===== src/rtl/tadr_pkg.sv =====
package tadr_pkg;

  // sample width default, legal range 8 to 13
  localparam int SAMPLE_BITS_DEF = 10;

  // threshold registers
  localparam int THR_BITS      = 10;
  localparam logic [THR_BITS-1:0] HIGH_THR_RESET = 10'd700;
  localparam logic [THR_BITS-1:0] LOW_THR_RESET  = 10'd400;

  // apb register map, one register per 32-bit word
  localparam int APB_DATA_W = 32;
  localparam int APB_ADDR_W = 3;
  localparam int REG_IDX_W  = APB_ADDR_W - 2;
  localparam logic [REG_IDX_W-1:0] REG_HIGH_THR = 1'b0;
  localparam logic [REG_IDX_W-1:0] REG_LOW_THR  = 1'b1;

  // decimal digits: at most four for a 13-bit sample
  localparam int MAX_DIGITS = 4;
  localparam int ND_W       = $clog2(MAX_DIGITS + 1);
  localparam int DIG_IDX_W  = $clog2(MAX_DIGITS);

  // divide by ten as multiply by reciprocal, exact below 43699
  localparam int RECIP_BITS = 16;
  localparam logic [RECIP_BITS-1:0] RECIP_TEN = 16'd52429;
  localparam int DIV_SHIFT  = 19;

  // label text
  localparam int LABEL_IDX_W = 4;
  localparam logic [8*8-1:0]  LABEL_HIGH   = " HIGH : ";
  localparam logic [8*7-1:0]  LABEL_LOW    = " LOW : ";
  localparam logic [8*10-1:0] LABEL_NORMAL = " NORMAL : ";
  localparam logic [7:0]      ASCII_ZERO   = 8'h30;

  typedef enum logic [1:0] {
    CLASS_NORMAL = 2'd0,
    CLASS_HIGH   = 2'd1,
    CLASS_LOW    = 2'd2
  } class_t;

  // microprogram
  typedef logic [1:0] step_t;
  localparam step_t STEP_POLL   = 2'd0;
  localparam step_t STEP_DIVIDE = 2'd1;
  localparam step_t STEP_LABEL  = 2'd2;
  localparam step_t STEP_DIGIT  = 2'd3;

  typedef enum logic [1:0] {
    COND_NO_PRESS,
    COND_MORE_DIGITS,
    COND_LABEL_MORE,
    COND_DIGIT_MORE
  } cond_t;

  typedef struct packed {
    logic  take_in;
    logic  divide;
    logic  emit_label;
    logic  emit_digit;
    cond_t cond;
    step_t target;
  } uword_t;

  // control from sequencer to datapath
  typedef struct packed {
    logic fire;
    logic take_in;
    logic divide;
    logic emit_label;
    logic emit_digit;
  } ctl_t;

  // flags from datapath to sequencer
  typedef struct packed {
    logic press;
    logic more_digits;
    logic label_more;
    logic digit_more;
  } status_t;

  // control store: a taken condition jumps to target, else fall through
  function automatic uword_t ucode(input step_t pc);
    uword_t uw;
    uw = '0;
    unique case (pc)
      STEP_POLL: begin
        uw.take_in = 1'b1;
        uw.cond    = COND_NO_PRESS;
        uw.target  = STEP_POLL;
      end
      STEP_DIVIDE: begin
        uw.divide = 1'b1;
        uw.cond   = COND_MORE_DIGITS;
        uw.target = STEP_DIVIDE;
      end
      STEP_LABEL: begin
        uw.emit_label = 1'b1;
        uw.cond       = COND_LABEL_MORE;
        uw.target     = STEP_LABEL;
      end
      STEP_DIGIT: begin
        uw.emit_digit = 1'b1;
        uw.cond       = COND_DIGIT_MORE;
        uw.target     = STEP_DIGIT;
      end
      default: uw = '0;
    endcase
    return uw;
  endfunction

  function automatic logic [LABEL_IDX_W-1:0] label_len(input class_t cls);
    logic [LABEL_IDX_W-1:0] len;
    unique case (cls)
      CLASS_HIGH: len = LABEL_IDX_W'(8);
      CLASS_LOW:  len = LABEL_IDX_W'(7);
      default:    len = LABEL_IDX_W'(10);
    endcase
    return len;
  endfunction

  function automatic logic [7:0] label_char(input class_t cls,
                                            input logic [LABEL_IDX_W-1:0] idx);
    logic [7:0] ch;
    int pos;
    ch  = 8'h20;
    pos = int'(idx);
    unique case (cls)
      CLASS_HIGH: if (pos < 8) ch = LABEL_HIGH[8*(7-pos) +: 8];
      CLASS_LOW:  if (pos < 7) ch = LABEL_LOW[8*(6-pos) +: 8];
      default:    if (pos < 10) ch = LABEL_NORMAL[8*(9-pos) +: 8];
    endcase
    return ch;
  endfunction

endpackage


===== src/rtl/threshold_alarm_decimal_reporter.sv =====
// threshold alarm with decimal report: each input word carries a button level
// and a converter sample; on the first pressed word after a release the sample
// is classified against the high and low thresholds (high tested first) and a
// report goes out one byte per output word: the label " HIGH : ", " LOW : " or
// " NORMAL : " followed by the sample's decimal digits, most significant first,
// with last_byte marking the final byte (a zero sample gives the digit "0").
// level_class and lamp hold steady over the whole report; lamp is the led level
// after the report (set on high, cleared on low, kept on normal). a word that
// is not a press edge is taken and produces nothing. a press is accepted,
// then the divide-by-ten loop yields one decimal digit (1 to 4) per step,
// then one output byte (8 to 14) goes out per step, each held while
// out_ready is low; the microcoded sequencer runs one step at a time.
// no input word is taken while a report is being sent. thresholds are
// written through the apb port at byte 0 (high) and byte 4 (low), only while
// the block is idle; the user must keep to this, the block does not enforce it.
module threshold_alarm_decimal_reporter
  import tadr_pkg::*;
#(
  parameter int SAMPLE_BITS = SAMPLE_BITS_DEF
) (
  input  logic                   clk,
  input  logic                   rst,

  // input words
  input  logic                   in_valid,
  output logic                   in_ready,
  input  logic                   button_level,
  input  logic [SAMPLE_BITS-1:0] sample,

  // output words, one per report byte
  output logic                   out_valid,
  input  logic                   out_ready,
  output logic [7:0]             text_byte,
  output logic                   last_byte,
  output logic [1:0]             level_class,
  output logic                   lamp,

  // configuration
  input  logic                   psel,
  input  logic                   penable,
  input  logic                   pwrite,
  input  logic [APB_ADDR_W-1:0]  paddr,
  input  logic [APB_DATA_W-1:0]  pwdata,
  output logic [APB_DATA_W-1:0]  prdata,
  output logic                   pready
);

  logic [THR_BITS-1:0] high_thr;
  logic [THR_BITS-1:0] low_thr;
  ctl_t                ctl;
  status_t             status;

  // threshold registers
  tadr_regs u_regs (
    .clk      (clk),
    .rst      (rst),
    .psel     (psel),
    .penable  (penable),
    .pwrite   (pwrite),
    .paddr    (paddr),
    .pwdata   (pwdata),
    .prdata   (prdata),
    .pready   (pready),
    .high_thr (high_thr),
    .low_thr  (low_thr)
  );

  // step counter and control store: poll, divide loop, label loop, digit loop
  tadr_useq u_useq (
    .clk       (clk),
    .rst       (rst),
    .in_valid  (in_valid),
    .out_ready (out_ready),
    .status    (status),
    .in_ready  (in_ready),
    .out_valid (out_valid),
    .ctl       (ctl)
  );

  // arming, classification, divide by ten, digit store and byte select
  tadr_datapath #(
    .SAMPLE_BITS (SAMPLE_BITS)
  ) u_dp (
    .clk          (clk),
    .rst          (rst),
    .ctl          (ctl),
    .button_level (button_level),
    .sample       (sample),
    .high_thr     (high_thr),
    .low_thr      (low_thr),
    .status       (status),
    .text_byte    (text_byte),
    .last_byte    (last_byte),
    .level_class  (level_class),
    .lamp         (lamp)
  );

  // input is only taken between reports
  a_no_overlap: assert property (@(posedge clk) disable iff (rst)
    !(in_ready && out_valid))
    else $error("input taken while a report is in flight");

  // the last byte of a report returns the block to polling
  a_last_returns: assert property (@(posedge clk) disable iff (rst)
    out_valid && out_ready && last_byte |=> in_ready)
    else $error("block did not return to polling after last byte");

  // the led level only moves on an accepted input word
  a_lamp_on_accept: assert property (@(posedge clk) disable iff (rst)
    !$past(rst) && !$stable(lamp) |-> $past(in_valid && in_ready))
    else $error("lamp changed without an accepted input word");

endmodule


===== src/rtl/tadr_regs.sv =====
module tadr_regs
  import tadr_pkg::*;
(
  input  logic                  clk,
  input  logic                  rst,
  input  logic                  psel,
  input  logic                  penable,
  input  logic                  pwrite,
  input  logic [APB_ADDR_W-1:0] paddr,
  input  logic [APB_DATA_W-1:0] pwdata,
  output logic [APB_DATA_W-1:0] prdata,
  output logic                  pready,
  output logic [THR_BITS-1:0]   high_thr,
  output logic [THR_BITS-1:0]   low_thr
);

  logic [REG_IDX_W-1:0] reg_idx;
  logic                 wr_en;

  assign reg_idx = paddr[APB_ADDR_W-1:2];
  assign pready  = 1'b1;
  assign wr_en   = psel && penable && pwrite;

  always_ff @(posedge clk) begin
    if (rst) begin
      high_thr <= HIGH_THR_RESET;
      low_thr  <= LOW_THR_RESET;
    end else if (wr_en) begin
      if (reg_idx == REG_HIGH_THR) high_thr <= pwdata[THR_BITS-1:0];
      if (reg_idx == REG_LOW_THR)  low_thr  <= pwdata[THR_BITS-1:0];
    end
  end

  always_comb begin
    unique case (reg_idx)
      REG_HIGH_THR: prdata = APB_DATA_W'(high_thr);
      REG_LOW_THR:  prdata = APB_DATA_W'(low_thr);
      default:      prdata = '0;
    endcase
  end

endmodule


===== src/rtl/tadr_useq.sv =====
module tadr_useq
  import tadr_pkg::*;
(
  input  logic    clk,
  input  logic    rst,
  input  logic    in_valid,
  input  logic    out_ready,
  input  status_t status,
  output logic    in_ready,
  output logic    out_valid,
  output ctl_t    ctl
);

  step_t  pc;
  step_t  pc_next;
  uword_t uw;
  logic   fire;
  logic   taken;

  assign uw = ucode(pc);

  always_ff @(posedge clk) begin
    if (rst) pc <= STEP_POLL;
    else     pc <= pc_next;
  end

  always_comb begin
    in_ready  = uw.take_in;
    out_valid = uw.emit_label || uw.emit_digit;
    if (uw.take_in)    fire = in_valid;
    else if (out_valid) fire = out_ready;
    else               fire = 1'b1;

    unique case (uw.cond)
      COND_NO_PRESS:    taken = !status.press;
      COND_MORE_DIGITS: taken = status.more_digits;
      COND_LABEL_MORE:  taken = status.label_more;
      COND_DIGIT_MORE:  taken = status.digit_more;
      default:          taken = 1'b0;
    endcase

    pc_next = pc;
    if (fire) pc_next = taken ? uw.target : pc + step_t'(1);

    ctl.fire       = fire;
    ctl.take_in    = uw.take_in;
    ctl.divide     = uw.divide;
    ctl.emit_label = uw.emit_label;
    ctl.emit_digit = uw.emit_digit;
  end

endmodule


===== src/rtl/tadr_datapath.sv =====
module tadr_datapath
  import tadr_pkg::*;
#(
  parameter int SAMPLE_BITS = SAMPLE_BITS_DEF
) (
  input  logic                   clk,
  input  logic                   rst,
  input  ctl_t                   ctl,
  input  logic                   button_level,
  input  logic [SAMPLE_BITS-1:0] sample,
  input  logic [THR_BITS-1:0]    high_thr,
  input  logic [THR_BITS-1:0]    low_thr,
  output status_t                status,
  output logic [7:0]             text_byte,
  output logic                   last_byte,
  output logic [1:0]             level_class,
  output logic                   lamp
);

  localparam int CMP_W  = (SAMPLE_BITS > THR_BITS) ? SAMPLE_BITS : THR_BITS;
  localparam int PROD_W = SAMPLE_BITS + RECIP_BITS;

  logic                   armed;
  logic                   lamp_state;
  class_t                 cls;
  logic [SAMPLE_BITS-1:0] val;
  logic [ND_W-1:0]        nd;
  logic [LABEL_IDX_W-1:0] lidx;
  logic [3:0]             dig [MAX_DIGITS];

  logic [CMP_W-1:0]       s_ext;
  logic                   is_high;
  logic                   is_low;
  logic [PROD_W-1:0]      prod;
  logic [SAMPLE_BITS-1:0] quot;
  logic [SAMPLE_BITS-1:0] rem_full;
  logic [ND_W-1:0]        nd_m1;

  assign s_ext   = CMP_W'(sample);
  assign is_high = s_ext > CMP_W'(high_thr);
  assign is_low  = s_ext < CMP_W'(low_thr);

  // val / 10 and val % 10
  assign prod     = PROD_W'(val) * PROD_W'(RECIP_TEN);
  assign quot     = SAMPLE_BITS'(prod >> DIV_SHIFT);
  assign rem_full = val - (quot << 3) - (quot << 1);
  assign nd_m1    = nd - ND_W'(1);

  always_ff @(posedge clk) begin
    if (rst) begin
      armed      <= 1'b1;
      lamp_state <= 1'b0;
      cls        <= CLASS_NORMAL;
    end else if (ctl.fire && ctl.take_in) begin
      if (!button_level) begin
        armed <= 1'b1;
      end else if (armed) begin
        armed <= 1'b0;
        if (is_high) begin
          cls        <= CLASS_HIGH;
          lamp_state <= 1'b1;
        end else if (is_low) begin
          cls        <= CLASS_LOW;
          lamp_state <= 1'b0;
        end else begin
          cls <= CLASS_NORMAL;
        end
      end
    end
  end

  always_ff @(posedge clk) begin
    if (ctl.fire) begin
      if (ctl.take_in) begin
        val  <= sample;
        nd   <= '0;
        lidx <= '0;
      end
      if (ctl.divide) begin
        dig[nd[DIG_IDX_W-1:0]] <= rem_full[3:0];
        val                    <= quot;
        nd                     <= nd + ND_W'(1);
      end
      if (ctl.emit_label) lidx <= lidx + LABEL_IDX_W'(1);
      if (ctl.emit_digit) nd   <= nd_m1;
    end
  end

  always_comb begin
    status.press       = button_level && armed;
    status.more_digits = (quot != '0) && (nd != ND_W'(MAX_DIGITS - 1));
    status.label_more  = lidx != (label_len(cls) - LABEL_IDX_W'(1));
    status.digit_more  = nd != ND_W'(1);

    if (ctl.emit_label) text_byte = label_char(cls, lidx);
    else                text_byte = ASCII_ZERO | 8'(dig[nd_m1[DIG_IDX_W-1:0]]);
    last_byte   = ctl.emit_digit && (nd == ND_W'(1));
    level_class = cls;
    lamp        = lamp_state;
  end

endmodule


===== config.mk =====
export PLATFORM = sky130hd
export DESIGN_NAME = threshold_alarm_decimal_reporter
export DESIGN_NICKNAME = d
export VERILOG_FILES = /design/src/rtl/tadr_pkg.sv /design/src/rtl/threshold_alarm_decimal_reporter.sv /design/src/rtl/tadr_regs.sv /design/src/rtl/tadr_useq.sv /design/src/rtl/tadr_datapath.sv
export SDC_FILE = /design/constraint.sdc
export NUM_CORES = 1
export LEC_CHECK = 0
export BUFFER_PORTS_ARGS = -buffer_cell sky130_fd_sc_hd__buf_2
export CORE_MARGIN = 5
export CORE_UTILIZATION = 63
export CTS_CLUSTER_DIAMETER = 60
export DETAILED_ROUTE_END_ITERATION = 10
export PLACE_DENSITY_LB_ADDON = 0.1
export SYNTH_ARGS = -nofsm -noshare
export SYNTH_HDL_FRONTEND = slang
export SYNTH_SLANG_ARGS = --single-unit

===== constraint.sdc =====
create_clock -name clk -period 12.3 [get_ports clk]
set_input_delay 1.23 -clock clk [delete_from_list [all_inputs] [get_ports clk]]
set_output_delay 1.23 -clock clk [all_outputs]
set_load 0.03 [all_outputs]

After elaboration in Yosys (flattened, before gate mapping)
Memory sizes are Yosys's and may differ from the RTL's.
Index checks and enable logic that the tools add are counted.

cells by class
  add/sub/neg operators = 10
  multipliers = 1
  magnitude comparators = 5
  equal/unequal tests = 12
  shifts and indexed selects = 3
  muxes and demuxes = 31
  bitwise gates (word level) = 1
  reductions and logical operators = 22

operators with widths
  cell                                                                           number
  80-bit by 32-bit variable part select with 8-bit output, first input constant  1
  32-bit case mux with 2 select lines                                            1
  64-bit by 32-bit variable part select with 8-bit output, first input constant  1
  56-bit by 32-bit variable part select with 8-bit output, first input constant  1
  8-bit two-way mux                                                              4
  10-bit by 16-bit multiplier with 26-bit output, second input constant          1
  4-bit case mux with 4 select lines                                             1
  8-bit case mux with 2 select lines                                             1
  1-bit two-way mux                                                              12
  2-bit equality test, second input constant                                     5
  10-bit > comparator                                                            1
  10-bit < comparator                                                            1
  10-bit two-way mux                                                             1
  2-bit AND reduction                                                            5
  10-bit nonzero test                                                            1
  3-bit by 4-bit subtractor with 5-bit output, first input constant              2
  3-bit two-way mux                                                              3
  4-bit < comparator, second input constant                                      2
  4-bit two-way mux                                                              2
  4-bit case mux with 2 select lines                                             1
  4-bit subtractor                                                               2
  7-bit two-way mux                                                              1
  2-bit by 1-bit equality test with 1-bit output, second input constant          3
  1-bit logical AND                                                              6
  21 further kinds                                                               26

storage, ports and cells
  flip-flop bits (word level) = 43
  memory bits (writable) = 16
  input bits = 53
  memories = 1

memories
  name      depth  bits a word  rd ports  clocked after memory_dff  write ports  line                 RTL
  u_dp.dig  4      4            1         0                         1            tadr_datapath.sv:29  logic [3:0] dig [MAX_DIGITS];

Depth between registers and ports, before layout
  word-level depth = 7
  depth in mapped cells = 23

Hierarchy
Synthesis repeated with hierarchy kept, for this count alone.

second synthesis, totals
  cells, all modules = 655
  area total of the unflattened synthesis = 6272.3 sq um

modules (own cells, without submodules)
  module         times used  cells an instance  area each (sq um)
  tadr_datapath  1           504                4855.9
  tadr_regs      1           121                1148.6
  tadr_useq      1           30                 267.8

Worst setup path after synthesis
Ideal clock, no wire load.

  path type = register to register
  start = register u_dp.val[4]
  end = register u_useq.pc[1]
  setup time = 58 ps
  data arrival time = 5034 ps
  required time = 12242 ps
  slack = 7209 ps
  stages on the path, launching flop included = 21
  buffers on the path = 0
  clock period less this slack = 5091 ps
  cells stage by stage = edfxtp_1 ha_1 inv_1 fa_1 fa_1 inv_1 fa_1 inv_1 fa_1 inv_1 ha_1 a21oi_1 o21ai_0 a31oi_1 nor3_1 nor3b_2 xnor2_4 nor2b_1 a311o_2 a2111oi_2 a211o_1

on the way
  word-level cells in the longest chain between the ends = 5

ends and longest elaborated chain
  item                                            line                 RTL
  start, declared                                 tadr_datapath.sv:26  logic [SAMPLE_BITS-1:0] val;
  start signal, assigned                          tadr_datapath.sv:75  val <= sample;
  start signal, assigned                          tadr_datapath.sv:81  val <= quot;
  10-bit by 16-bit multiplier with 26-bit output  tadr_datapath.sv:44  assign prod = PROD_W'(val) * PROD_W'(RECIP_TEN);
  10-bit nonzero test                             tadr_datapath.sv:91  status.more_digits = (quot != '0) && (nd != ND_W'(MAX_DIGITS - 1));
  1-bit logical AND                               tadr_datapath.sv:91
  1-bit case mux with 4 select lines              tadr_useq.sv:34      unique case (uw.cond)
  2-bit two-way mux                               tadr_useq.sv:43      if (fire) pc_next = taken ? uw.target : pc + step_t'(1);
  end signal, assigned                            tadr_useq.sv:24      else pc <= pc_next;
  end, declared                                   tadr_useq.sv:14      step_t pc;

No other way between the ends.
A chain may end at the register's enable or synchronous reset.

Worst setup path in the final report
  start = register u_dp.val[2]
  end = register u_useq.pc[1]

Same word-level chain as after synthesis.

==> results.sh <==
export IMPL_htree_levels=3
export IMPL_cts_setup_buffers=0
export IMPL_cp_required_ns=12.58
export IMPL_worstSetupStartpointType="register"
export IMPL_fp_coreArea_mm2=0.009819
export IMPL_r2r_start="u_dp.val[2]"
export IMPL_die_area_mm2=0.01227
export IMPL_worst_hold_slack_ns=0.4754
export IMPL_synth_most_common_cell="inv_1"
export IMPL_cp_arrival_ns=6.03
export IMPL_routed_wl_um=13870
export IMPL_drive_above_1_share_pct=11.90
export IMPL_num_vias=5027
export IMPL_cts_made_buffers=9
export IMPL_io_buffers=51
export IMPL_yosys_area_top_type="ha_1"
export IMPL_synth_seq_cells=59
export IMPL_fill_cells=804
export IMPL_multi_input_area_mm2=0.004255
export IMPL_drc=0
export IMPL_clock_skew_ns=0.01017
export IMPL_cts_buffer_depth=2
export IMPL_crit_chain="inv_1 -> ha_1 -> inv_1 -> fa_1 -> inv_1 -> fa_1 -> fa_1 -> fa_1 -> inv_1 -> ha_1 -> nand3_1 -> o32ai_1 -> nand4_1 -> nand3_1 -> xor2_1 -> nor4_1 -> a311o_2 -> a2111oi_2 -> a211o_1"
export IMPL_dr_pass1_iters=6
export IMPL_critPathCaptureType="register"
export IMPL_io_pins=100
export IMPL_clock_latency_ns=0.34
export IMPL_routedWlPerCell_um=15.60
export IMPL_placed_area_mm2=0.006616
export IMPL_ys_seq_area_share_pct=23.62
export IMPL_die_y_um=110.8
export IMPL_grt_pass1_wl_um=23140
export IMPL_grt_overflow_total=0
export IMPL_root_buffer="clkbuf_8"
export IMPL_grt_pass1_vias=4989
export IMPL_insertedDiodeCount=0
export IMPL_dpl_worst_slack_ns=6.597
export IMPL_avgSynthCellArea_um2=8.949
export IMPL_hold_buffers=0
export IMPL_hold_end="u_regs.low_thr[2]"
export IMPL_cts_resized=0
export IMPL_regArea_mm2=0.001511
export IMPL_setup_ws_ns=6.549
export IMPL_critPathKind="reg -> reg"
export IMPL_ff2ff_setup_slack_ns=6.55
export IMPL_whs_path_depth=2
export IMPL_hold_violations=0
export IMPL_track_usage_pct=22.56
export IMPL_synth_edf_count=33
export IMPL_num_rows=36
export IMPL_worst_pin_slew_ns=1.244
export IMPL_initial_core_util_pct=65.16
export IMPL_clk_pin_slew_ns=0.06
export IMPL_die_width_um=110.8
export IMPL_gp_congestion=0.8905
export IMPL_hold_path_class="reg -> reg"
export IMPL_cts_tree="built"
export IMPL_maxSlewHeadroom_pct=16.75
export IMPL_max_stage_delay_ns=0.53
export IMPL_hp_start="u_regs.low_thr[2]"
export IMPL_grt_max_degree=29
export IMPL_min_period_ns=5.751
export IMPL_ys_async_sr_fraction_pct=0
export IMPL_antenna_found_initial=0
export IMPL_tns_ns=0
export IMPL_setup_viol=0
export IMPL_viasPerCell=5.655
export IMPL_synth_main_ff_cell="edfxtp_1"
export IMPL_ys_top_cells_by_area="ha_1 (21%), edfxtp_1 (15%), fa_1 (9.4%), dfxtp_1 (8.1%), inv_1 (6.5%)"
export IMPL_cap_viol_max_count=0
export IMPL_r2r_cells=19
export IMPL_drtAntennaViolNets=0
export IMPL_hpwlAfterDp_um=11350
export IMPL_synth_area_mm2=0.006399
export IMPL_outcome="completed"
export IMPL_fmax_mhz=173.9
export IMPL_synth_cell_type_count=71
export IMPL_area_delta_synth_final_pct=6.512
export IMPL_synth_top_area_share_pct=20.92
export IMPL_crit_family="adder cells"
export IMPL_synthTopCellsByCount="inv_1 (110), ha_1 (107), nand2_1 (57)"
export IMPL_ys_warn_count=0
export IMPL_final_nets=941
export IMPL_syn_inst=715
export IMPL_crit_slowest_cell="fa_1"
export IMPL_rsz0062_at_grt="false"
export IMPL_drtIter0Drc=373
export IMPL_worstSetupPathDepth=19
export IMPL_slew_violations=0
export IMPL_fin_crit_sh_pct=46.75
export IMPL_cts_sinks=59
export IMPL_crit_buf_inv=4
export IMPL_path_max_fanout=5
export IMPL_final_area_mm2=0.006815
export IMPL_rr_endpoint="u_useq.pc[1]"
## how the worst max path moves through the flow
stage | start | endpoint | slack (ns)
final | u_dp.val[2] | u_useq.pc[1] | 6.55
after global placement | u_dp.val[2] | u_useq.pc[1] | 6.71
after global routing | u_dp.val[2] | u_useq.pc[1] | 6.29
after detailed placement | u_dp.val[2] | u_useq.pc[1] | 6.60
after CTS | u_dp.val[2] | u_useq.pc[1] | 6.58
after floorplan | u_dp.val[4] | u_useq.pc[1] | 7.21
## layout make-up
type / instances / share of cell area (%)
multi-input combinational: 517 / 62.44
timing repair buffer: 52 / 3.855
tap: 133 / 2.442
clock buffer: 13 / 2.644
sequential: 59 / 22.18
clock inverter: 3 / 0.2754
inverter: 112 / 6.169
## worst min-delay path: stages (launching register included)
cell and delay, ns:
dfxtp_1 0.32, nand2_1 0.06, a21oi_1 0.06
## sequential cells by signal (all words and copies together) (netlist names)
| signal | cells |
|---|---|
| u_dp.level_class | 2 |
| u_dp.val | 10 |
| u_regs.low_thr | 10 |
| u_dp.dig | 16 |
| u_dp.lidx | 4 |
| u_regs.high_thr | 10 |
| u_dp.nd | 3 |
| u_dp.armed | 1 |
| u_dp.lamp | 1 |
| u_useq.pc | 2 |
## stage by stage
step	instances	util, %
global placement	873	67.38
global route	889	69.41
detailed placement	873	67.38
CTS	889	69.41
floorplan	737	-
finish	889	69.41
## kinds of logic after synthesis
logic type,count (synthesis),share of synthesized area (%)
AOI/OAI and AO/OA,151,15.55
xor gates and xnor gates,18,2.875
adders and majority gates,138,30.47
buffers and inverters,161,11.17
DFF,59,23.62
muxes,16,3.383
other,2,0.1174
and+or+nand+nor,170,12.83
## metal layers
metal,part of all wire [%],track usage [%],vias up
met5,0,0,-
met1,44,29.03,2345
met3,5.3,3.930,23
met2,50,39.81,171
li1,-,-,2488
met4,1.5,4.762,0
## cells in the final DEF, fill, tap and decap left out, drive strengths merged, types with 6 or more instances in the layout
cell type,synthesis,layout
conb,2,24
nor3,11,11
nand4,7,7
a31oi,13,13
xnor2,12,12
a21oi,45,45
dfxtp,26,26
mux2i,7,7
o21a,10,10
buf,30,52
xor2,6,6
and2,7,7
ha,107,107
o221ai,6,6
a211o,12,12
nor2,45,45
inv,111,112
clkbuf,19,13
nand2,57,57
edfxtp,33,33
o21ai,31,31
nand3,13,13
nor2b,11,11
fa,30,30
Power is not shown: default switching activity piles up to over one toggle a cycle in this logic, so the estimate is an artifact.
